--- config.mk ---
export PLATFORM = sky130hd
export DESIGN_NAME = spectral_peak_picker_top
export DESIGN_NICKNAME = d
export VERILOG_FILES = /design/src/spp_pkg.sv /design/src/spp_datapath.sv /design/src/spp_ctrl.sv /design/src/spectral_peak_picker_top.sv
export SDC_FILE = /design/constraint.sdc
export NUM_CORES = 1
export LEC_CHECK = 0
export BUFFER_PORTS_ARGS = -buffer_cell sky130_fd_sc_hd__buf_2
export CAP_MARGIN = 0
export CORE_AREA = 4 4 199 201
export CTS_CLUSTER_SIZE = 25
export DETAILED_ROUTE_END_ITERATION = 16
export DIE_AREA = 0 0 203 205
export PLACE_DENSITY = 0.77
export SYNTH_ARGS = -nofsm -noshare
export SYNTH_HDL_FRONTEND = slang
export SYNTH_SLANG_ARGS = --single-unit
--- constraint.sdc ---
create_clock -name clk -period 5.3 [get_ports clk]
set_input_delay 0.53 -clock clk [delete_from_list [all_inputs] [get_ports clk]]
set_output_delay 0.53 -clock clk [all_outputs]
set_load 0.005 [all_outputs]
--- src/spp_pkg.sv ---
// spp_pkg: shared widths, payload structs and controller/datapath command types
// for the spectral peak picker. No dependencies.
`timescale 1ns / 1ps
`default_nettype none

package spp_pkg;

  localparam int MAG_BITS  = 24;
  localparam int BIN_BITS  = 12;
  localparam int FRAC_BITS = 15;

  // remainder must hold twice the largest denominator
  localparam int REM_W = MAG_BITS + 3;
  // product of difference and quotient
  localparam int ACC_W = MAG_BITS + FRAC_BITS;

  typedef struct packed {
    logic [MAG_BITS-1:0] magnitude;
    logic                last_bin;
  } spp_in_t;

  typedef struct packed {
    logic        [BIN_BITS-1:0]  peak_index;
    logic signed [FRAC_BITS:0]   fraction_offset;
    logic        [MAG_BITS:0]    peak_level;
  } spp_out_t;

  typedef struct packed {
    logic accept;
    logic load;
    logic step;
    logic emit;
  } spp_cmd_t;

  typedef struct packed {
    logic peak;
  } spp_stat_t;

endpackage

`default_nettype wire

--- src/spp_datapath.sv ---
// spp_datapath: threshold register, three-bin window, peak test, restoring
// divider with merged shift-add multiplier, and the result register. Uses spp_pkg.
`timescale 1ns / 1ps
`default_nettype none

module spp_datapath import spp_pkg::*; (
  input  wire logic                clk,
  input  wire logic                rst,
  input  wire logic                cfg_we,
  input  wire logic [MAG_BITS-1:0] cfg_data,
  input  wire spp_in_t             in_data,
  input  wire spp_cmd_t            cmd,
  output spp_stat_t                stat,
  output spp_out_t                 out_data
);

  localparam logic [BIN_BITS-1:0] BIN_MAX = {BIN_BITS{1'b1}};

  logic [MAG_BITS-1:0] peak_threshold;
  logic [MAG_BITS-1:0] older_magnitude;
  logic [MAG_BITS-1:0] middle_magnitude;
  logic [BIN_BITS-1:0] bin_count;
  logic                overrun;

  logic [REM_W-1:0]     div_rem;
  logic [REM_W-1:0]     div_den;
  logic [FRAC_BITS-1:0] div_quo;
  logic [ACC_W-1:0]     mul_acc;
  logic [MAG_BITS-1:0]  op_diff;
  logic [MAG_BITS-1:0]  op_mid;
  logic [BIN_BITS-1:0]  op_index;
  logic                 op_neg;

  logic                a_bigger;
  logic [MAG_BITS-1:0] diff;
  logic [MAG_BITS:0]   sum_ag;
  logic [MAG_BITS:0]   den_half;
  logic [REM_W-1:0]    den_full;
  logic [REM_W-1:0]    rem_shift;
  logic                q_bit;
  logic [FRAC_BITS:0]  quo_ext;

  always_comb begin
    a_bigger  = older_magnitude > in_data.magnitude;
    diff      = a_bigger ? (older_magnitude - in_data.magnitude)
                         : (in_data.magnitude - older_magnitude);
    sum_ag    = {1'b0, older_magnitude} + {1'b0, in_data.magnitude};
    // 2b - a - g, positive for any strict peak
    den_half  = {middle_magnitude, 1'b0} - sum_ag;
    den_full  = {1'b0, den_half, 1'b0};
    stat.peak = (bin_count >= BIN_BITS'(2)) && !overrun
              && (middle_magnitude > older_magnitude)
              && (middle_magnitude > in_data.magnitude)
              && (middle_magnitude > peak_threshold);
    rem_shift = {div_rem[REM_W-2:0], 1'b0};
    q_bit     = rem_shift >= div_den;
    quo_ext   = {1'b0, div_quo};
  end

  always_ff @(posedge clk) begin
    if (rst) begin
      peak_threshold   <= '0;
      older_magnitude  <= '0;
      middle_magnitude <= '0;
      bin_count        <= '0;
      overrun          <= 1'b0;
    end else begin
      if (cfg_we) begin
        peak_threshold <= cfg_data;
      end
      if (cmd.accept) begin
        if (in_data.last_bin) begin
          older_magnitude  <= '0;
          middle_magnitude <= '0;
          bin_count        <= '0;
          overrun          <= 1'b0;
        end else begin
          older_magnitude  <= middle_magnitude;
          middle_magnitude <= in_data.magnitude;
          if (bin_count == BIN_MAX) begin
            overrun <= 1'b1;
          end else begin
            bin_count <= bin_count + 1'b1;
          end
        end
      end
    end
  end

  // quotient bits come out msb first, so the product accumulates alongside
  always_ff @(posedge clk) begin
    if (cmd.load) begin
      div_rem  <= {{(REM_W-MAG_BITS){1'b0}}, diff};
      div_den  <= den_full;
      div_quo  <= '0;
      mul_acc  <= '0;
      op_diff  <= diff;
      op_mid   <= middle_magnitude;
      op_index <= bin_count - 1'b1;
      op_neg   <= a_bigger;
    end else if (cmd.step) begin
      div_rem <= q_bit ? (rem_shift - div_den) : rem_shift;
      div_quo <= {div_quo[FRAC_BITS-2:0], q_bit};
      mul_acc <= {mul_acc[ACC_W-2:0], 1'b0}
               + (q_bit ? {{FRAC_BITS{1'b0}}, op_diff} : '0);
    end
  end

  always_ff @(posedge clk) begin
    if (cmd.emit) begin
      out_data.peak_index      <= op_index;
      out_data.fraction_offset <= op_neg ? -$signed(quo_ext) : $signed(quo_ext);
      out_data.peak_level      <= {1'b0, op_mid}
                                + {3'b000, mul_acc[ACC_W-1:FRAC_BITS+2]};
    end
  end

endmodule

`default_nettype wire

--- src/spp_ctrl.sv ---
// spp_ctrl: sequencer for the spectral peak picker; input stall, divider step
// count and output valid. Uses spp_pkg.
`timescale 1ns / 1ps
`default_nettype none

module spp_ctrl import spp_pkg::*; (
  input  wire logic      clk,
  input  wire logic      rst,
  input  wire logic      in_valid,
  output logic           in_stall,
  output logic           out_valid,
  input  wire logic      out_stall,
  input  wire spp_stat_t stat,
  output spp_cmd_t       cmd
);

  localparam int CNT_W = $clog2(FRAC_BITS);
  localparam logic [CNT_W-1:0] LAST_STEP = CNT_W'(FRAC_BITS - 1);

  typedef enum logic [1:0] {ST_IDLE, ST_DIV, ST_FIN} state_t;

  state_t           state;
  logic [CNT_W-1:0] step_cnt;

  always_comb begin
    in_stall   = state != ST_IDLE;
    cmd.accept = in_valid && (state == ST_IDLE);
    cmd.load   = cmd.accept && stat.peak;
    cmd.step   = state == ST_DIV;
    cmd.emit   = (state == ST_FIN) && (!out_valid || !out_stall);
  end

  always_ff @(posedge clk) begin
    if (rst) begin
      state     <= ST_IDLE;
      step_cnt  <= '0;
      out_valid <= 1'b0;
    end else begin
      if (cmd.emit) begin
        out_valid <= 1'b1;
      end else if (out_valid && !out_stall) begin
        out_valid <= 1'b0;
      end
      case (state)
        ST_IDLE: begin
          if (cmd.load) begin
            state    <= ST_DIV;
            step_cnt <= '0;
          end
        end
        ST_DIV: begin
          if (step_cnt == LAST_STEP) begin
            state <= ST_FIN;
          end else begin
            step_cnt <= step_cnt + 1'b1;
          end
        end
        ST_FIN: begin
          if (cmd.emit) begin
            state <= ST_IDLE;
          end
        end
        default: begin
          state <= ST_IDLE;
        end
      endcase
    end
  end

  a_load_starts_div: assert property (@(posedge clk) disable iff (rst)
    cmd.load |=> (state == ST_DIV) && (step_cnt == '0))
    else $error("peak accepted but divider did not start");

  a_step_range: assert property (@(posedge clk) disable iff (rst)
    (state == ST_DIV) |-> (step_cnt <= LAST_STEP))
    else $error("divider step count out of range");

  a_fin_holds: assert property (@(posedge clk) disable iff (rst)
    (state == ST_FIN) && !cmd.emit |=> (state == ST_FIN) && out_valid)
    else $error("finished result dropped while output busy");

  a_emit_shows: assert property (@(posedge clk) disable iff (rst)
    cmd.emit |=> out_valid && (state == ST_IDLE))
    else $error("result beat not presented after emit");

endmodule

`default_nettype wire

--- src/spectral_peak_picker_top.sv ---
// spectral_peak_picker_top: three-bin local maximum detector with parabolic
// offset and level interpolation. A bin that closes a peak loads the divider,
// which steps in ST_DIV and waits in ST_FIN until emit loads the result and
// out_valid. Throughput: one bin per cycle when no peak closes; a closing bin
// stalls input for the one-bit-per-cycle divider and while an earlier result
// waits on out_stall. Reset clears window, bin counter, threshold, out_valid.
`timescale 1ns / 1ps
`default_nettype none

module spectral_peak_picker_top import spp_pkg::*; (
  input  wire logic                clk,
  input  wire logic                rst,
  input  wire logic                cfg_valid,
  output logic                     cfg_ready,
  input  wire logic [MAG_BITS-1:0] cfg_data,
  input  wire logic                in_valid,
  output logic                     in_stall,
  input  wire spp_in_t             in_data,
  output logic                     out_valid,
  input  wire logic                out_stall,
  output spp_out_t                 out_data
);

  spp_cmd_t  cmd;
  spp_stat_t stat;

  // threshold writes are always taken
  assign cfg_ready = 1'b1;

  spp_ctrl u_ctrl (
    .clk       (clk),
    .rst       (rst),
    .in_valid  (in_valid),
    .in_stall  (in_stall),
    .out_valid (out_valid),
    .out_stall (out_stall),
    .stat      (stat),
    .cmd       (cmd)
  );

  spp_datapath u_datapath (
    .clk      (clk),
    .rst      (rst),
    .cfg_we   (cfg_valid && cfg_ready),
    .cfg_data (cfg_data),
    .in_data  (in_data),
    .cmd      (cmd),
    .stat     (stat),
    .out_data (out_data)
  );

endmodule

`default_nettype wire
==> impl_results.md <==
- Worst reg2reg path depth: 21
- Longest Clk Path Bufs: 3
- Share of the synthesized area in the top cell type: 23.0%
- Total negative setup slack: 0 ns
- Number of gates on the worst path with buffers counted: 21
- Starting utilization of the core area: a little under three fifths
- Area of the mapped netlist: 21300 µm²
- Areal power density over the cells: around 260 nW/µm²
- Share of synthesized flip-flops with an asynchronous set or reset: 0%
- Core area: 37600 µm²
- DPL Wire Length: around 43000 µm
- DR vias: 17074
- Clock tree root driver cell: clkbuf_16
- Clock buffer count from CTS: 35
- Horiz. Die Dim: ~200 µm
- Seq. cell area: 7860 µm²
- Maximum cell stage delay along the critical path: approximately 0.56 ns
- Number of clock sinks seen by CTS: 311
- Number of antenna violations at the first check in global routing: 1
- Detailed-router iteration count before antenna repair: 5
- Antenna fix cells: 0
- Cells on Worst Hold Path: 3
- # nets final: 2699
- Most instantiated flip-flop cell in the synthesis netlist: edfxtp_1
- # fillers: roughly 3200
- Area of the multi-input gates: roughly 12000 µm²
- Post-synthesis to final-layout area growth: 11.0%
- Overflow left after global routing: 0
- Drt wl/cell: approximately 19 µm
- Met3 wirelength from detailed routing: 4380 µm
- Setup violation total in the final timing report: 0
- Number of buffer and inverter instances along the worst setup path: 1
- Synthesized area per cell: 9.40 µm²
- Detailed Route WL: approximately 56000 µm
- Worst skew pair latency: 0.55 ns
- Critical path capture point type: register
- Number of top-level design ports: 110
- Part of the cycle the worst path needs: 93.7%
- Number of pins with negative max-slew slack in the final report: 0
- Highest metal used: met5
- Static leakage: 0.00987 µW
- Maximum number of pins on one net before global-route repair: 66
- Top-count cell post-synth: ha_1
- Worst EP arrival: 5.41 ns
- Headroom to the max-slew limit: 25.8%
- Die area: roughly 42000 µm²
- Number of routed nets with antenna violations: 0
- DRC violations left: 0
- Tightest Hold Check Type: input port to register
- Critical-path top delay cell: or4_4
- Top cell types by occurrence after synthesis: ha_1, nand2_1, a21oi_1
- Final count of hold timing violations: 0
- Max Cap Violations: 0
- Iteration-0 DRC Markers: 1188
- Hold_buf cts: 0
- Number of enable flip-flop cells after synthesis: 163
- Count of state elements after synthesis: 311
- Placement row count: 71
- Post-layout minimum cycle time: 4.97 ns
- Outcome: finished clean
- Slack of the worst reg-to-reg path: 0.33 ns
- Gpl congestion: 0.960
- Worst path cell trace: ha_1 -> fa_1 -> nor2b_1 -> o31ai_1 -> a211oi_2 -> o21bai_4 -> o21ai_2 -> a21boi_4 -> nor2b_1 -> ha_1 -> inv_1 -> fa_1 -> nand2b_1 -> a21oi_1 -> nor3_1 -> or4_4 -> a31oi_4 -> a31oi_4 -> nor3b_1 -> xor2_1 -> a22o_1
- Synth area leaders: edfxtp_1, ha_1, dfxtp_1, xnor2_1, a21oi_1
- Global-route wire length before repair: just under 90000 µm
- Fraction of final layout cells sized beyond drive strength 1: 11.2%
- Cell type contributing the most total cell area after synthesis: edfxtp_1
- Startpoint kind of the worst setup timing path: register
- Via count of the first global-routing pass: 16771
- Largest fanout on the critical path: 8
- Count of input and output buffers: 108
- Count of unique library cells instantiated by Yosys: 96
- Synthesis warning total: 0
- Net count of the mapped netlist: 2589
- CP required: 5.74 ns
- Cells after Synth: 2263
- Worst-case vdd ir drop: around 390 µV
- Skew final: 0.0235 ns
- All-Layer GR Usage: 26.6%
- CTS clk-pin slew, worst paths: about 0.06 ns
- Total design power: 6110 µW
- CTS tree: built
- Timing-limited maximum frequency: about 200 MHz
- Sequential share of the synthesized area: a little under two fifths
- Per-cell via count in the routed design: 5.87
- Die Y-Extent: 205 µm
- Met2 routed wirelength: 25500 µm
- Crit Path Class: register to register
- Max H-tree Level: 2
- RSZ-0062 raised after global routing: no
- Slew at the pin with the worst max-slew slack: 1.11 ns
- Routed length on met1: 24500 µm
- CP delay by family, top: compound AO/OA/AOI/OAI gates
## state kept, by name, indices dropped and copies added (netlist names), 24 cells and up
register,cells
u_datapath.div_rem,26
u_datapath.older_magnitude,24
u_datapath.peak_threshold,24
u_datapath.mul_acc,39
u_datapath.op_diff,24
u_datapath.div_den,25
u_datapath.middle_magnitude,24
u_datapath.out_data,53
u_datapath.op_mid,24
## metal layers
layer / vias up / global-route usage (%)
li1: 8309 / -
met1: 8028 / 35.7
met2: 603 / 43.4
met3: 130 / 5.27
met4: 4 / 8.80
met5: - / 0
## cell families (layout without fill, tap and decap cells)
logic type	count (synthesis)	after routing	share of synthesized area [%]
AO/OA/AOI/OAI	567	567	17.2
multiplexers	63	63	3.15
buffers and inverters	251	386	4.82
AND/OR/NAND/NOR	652	652	14.8
XOR/XNOR	146	146	6.01
other	1	1	0.0176
flip-flops	311	311	37.0
adder cells (fa/ha/maj)	272	272	17.0
## area by class of cell
class | count | area share [%]
Clock buffer | 38 | 3.76
Clock inverter | 24 | 1.27
Inverter | 178 | 2.84
Multi-Input combinational cell | 1701 | 52.6
Sequential cell | 311 | 33.3
Tap cell | 511 | 2.71
Timing Repair Buffer | 146 | 3.50
## tightest hold or removal path: stages
cell and delay (ns):
buf_2 0.07, mux2i_1 0.05, nor2_1 0.07
## metrics by stage
stage | cells | hold slack [ns] | setup slack, ns | utilization, % | cell area, µm²
finish | 2909 | 0.218 | 0.335 | 62.8 | 23600
global route | 2909 | 0.210 | 0.0146 | 62.8 | 23600
CTS | 2906 | 0.189 | 0.144 | 62.7 | 23600
detailed placement | 2844 | 0.406 | 0.178 | 59.5 | 22400
global placement | 2844 | 0.405 | 0.225 | 59.5 | 22400
floorplan | 2263 | 0.400 | 0.362 | - | 21300
## worst paths after layout
path,end,startpoint
max,u_datapath.mul_acc[27],u_datapath.div_den[1]
min,u_datapath.peak_threshold[12],cfg_data[12]
max reg2reg,u_datapath.mul_acc[27],u_datapath.div_den[1]
min reg2reg,u_datapath.out_data[47],u_datapath.op_index[6]
## repair_timing
item / in CTS / in global routing
resized for setup: 0 / 4
buffers inserted: 0 / 3
endpoints found under the setup margin: 0 / 8
## placed cells by master (no fill, tap or decap), types with 11 or more instances in the layout
cell type  synthesis  layout
nor3_1            44      42
mux2i_1           40      40
nand2b_1          19      18
a22o_1            11      11
xnor2_1          113     113
inv_1            176     175
buf_4              4      38
o211ai_1          19      19
or3_1             19      19
a211oi_1          20      19
a31oi_1           16      16
a21oi_1          193     192
nand4_1           28      28
o21ai_0           88      88
edfxtp_1         163     163
and3_1            12      12
o21a_1            23      23
mux2_2            20      20
ha_1             244     244
nor4_1            14      14
nor2b_1           53      52
clkbuf_16          0      35
o21bai_1          20      20
buf_2             16     108
dfxtp_1          148     148
a21o_1            49      48
nor2_1           134     134
nand2_1          242     242
o31ai_1           17      17
nand3_1           39      39
o22ai_1           24      24
fa_1              28      28
xor2_1            33      33
## report_power, final
part | internal (µW) | total [µW] | switching (µW)
Clock | 1520 | 2530 | 1020
Combinational | 377 | 938 | 561
Sequential | 2590 | 2640 | 49.4
Total | 4480 | 6110 | 1630
(Power assumes the default switching activity.)
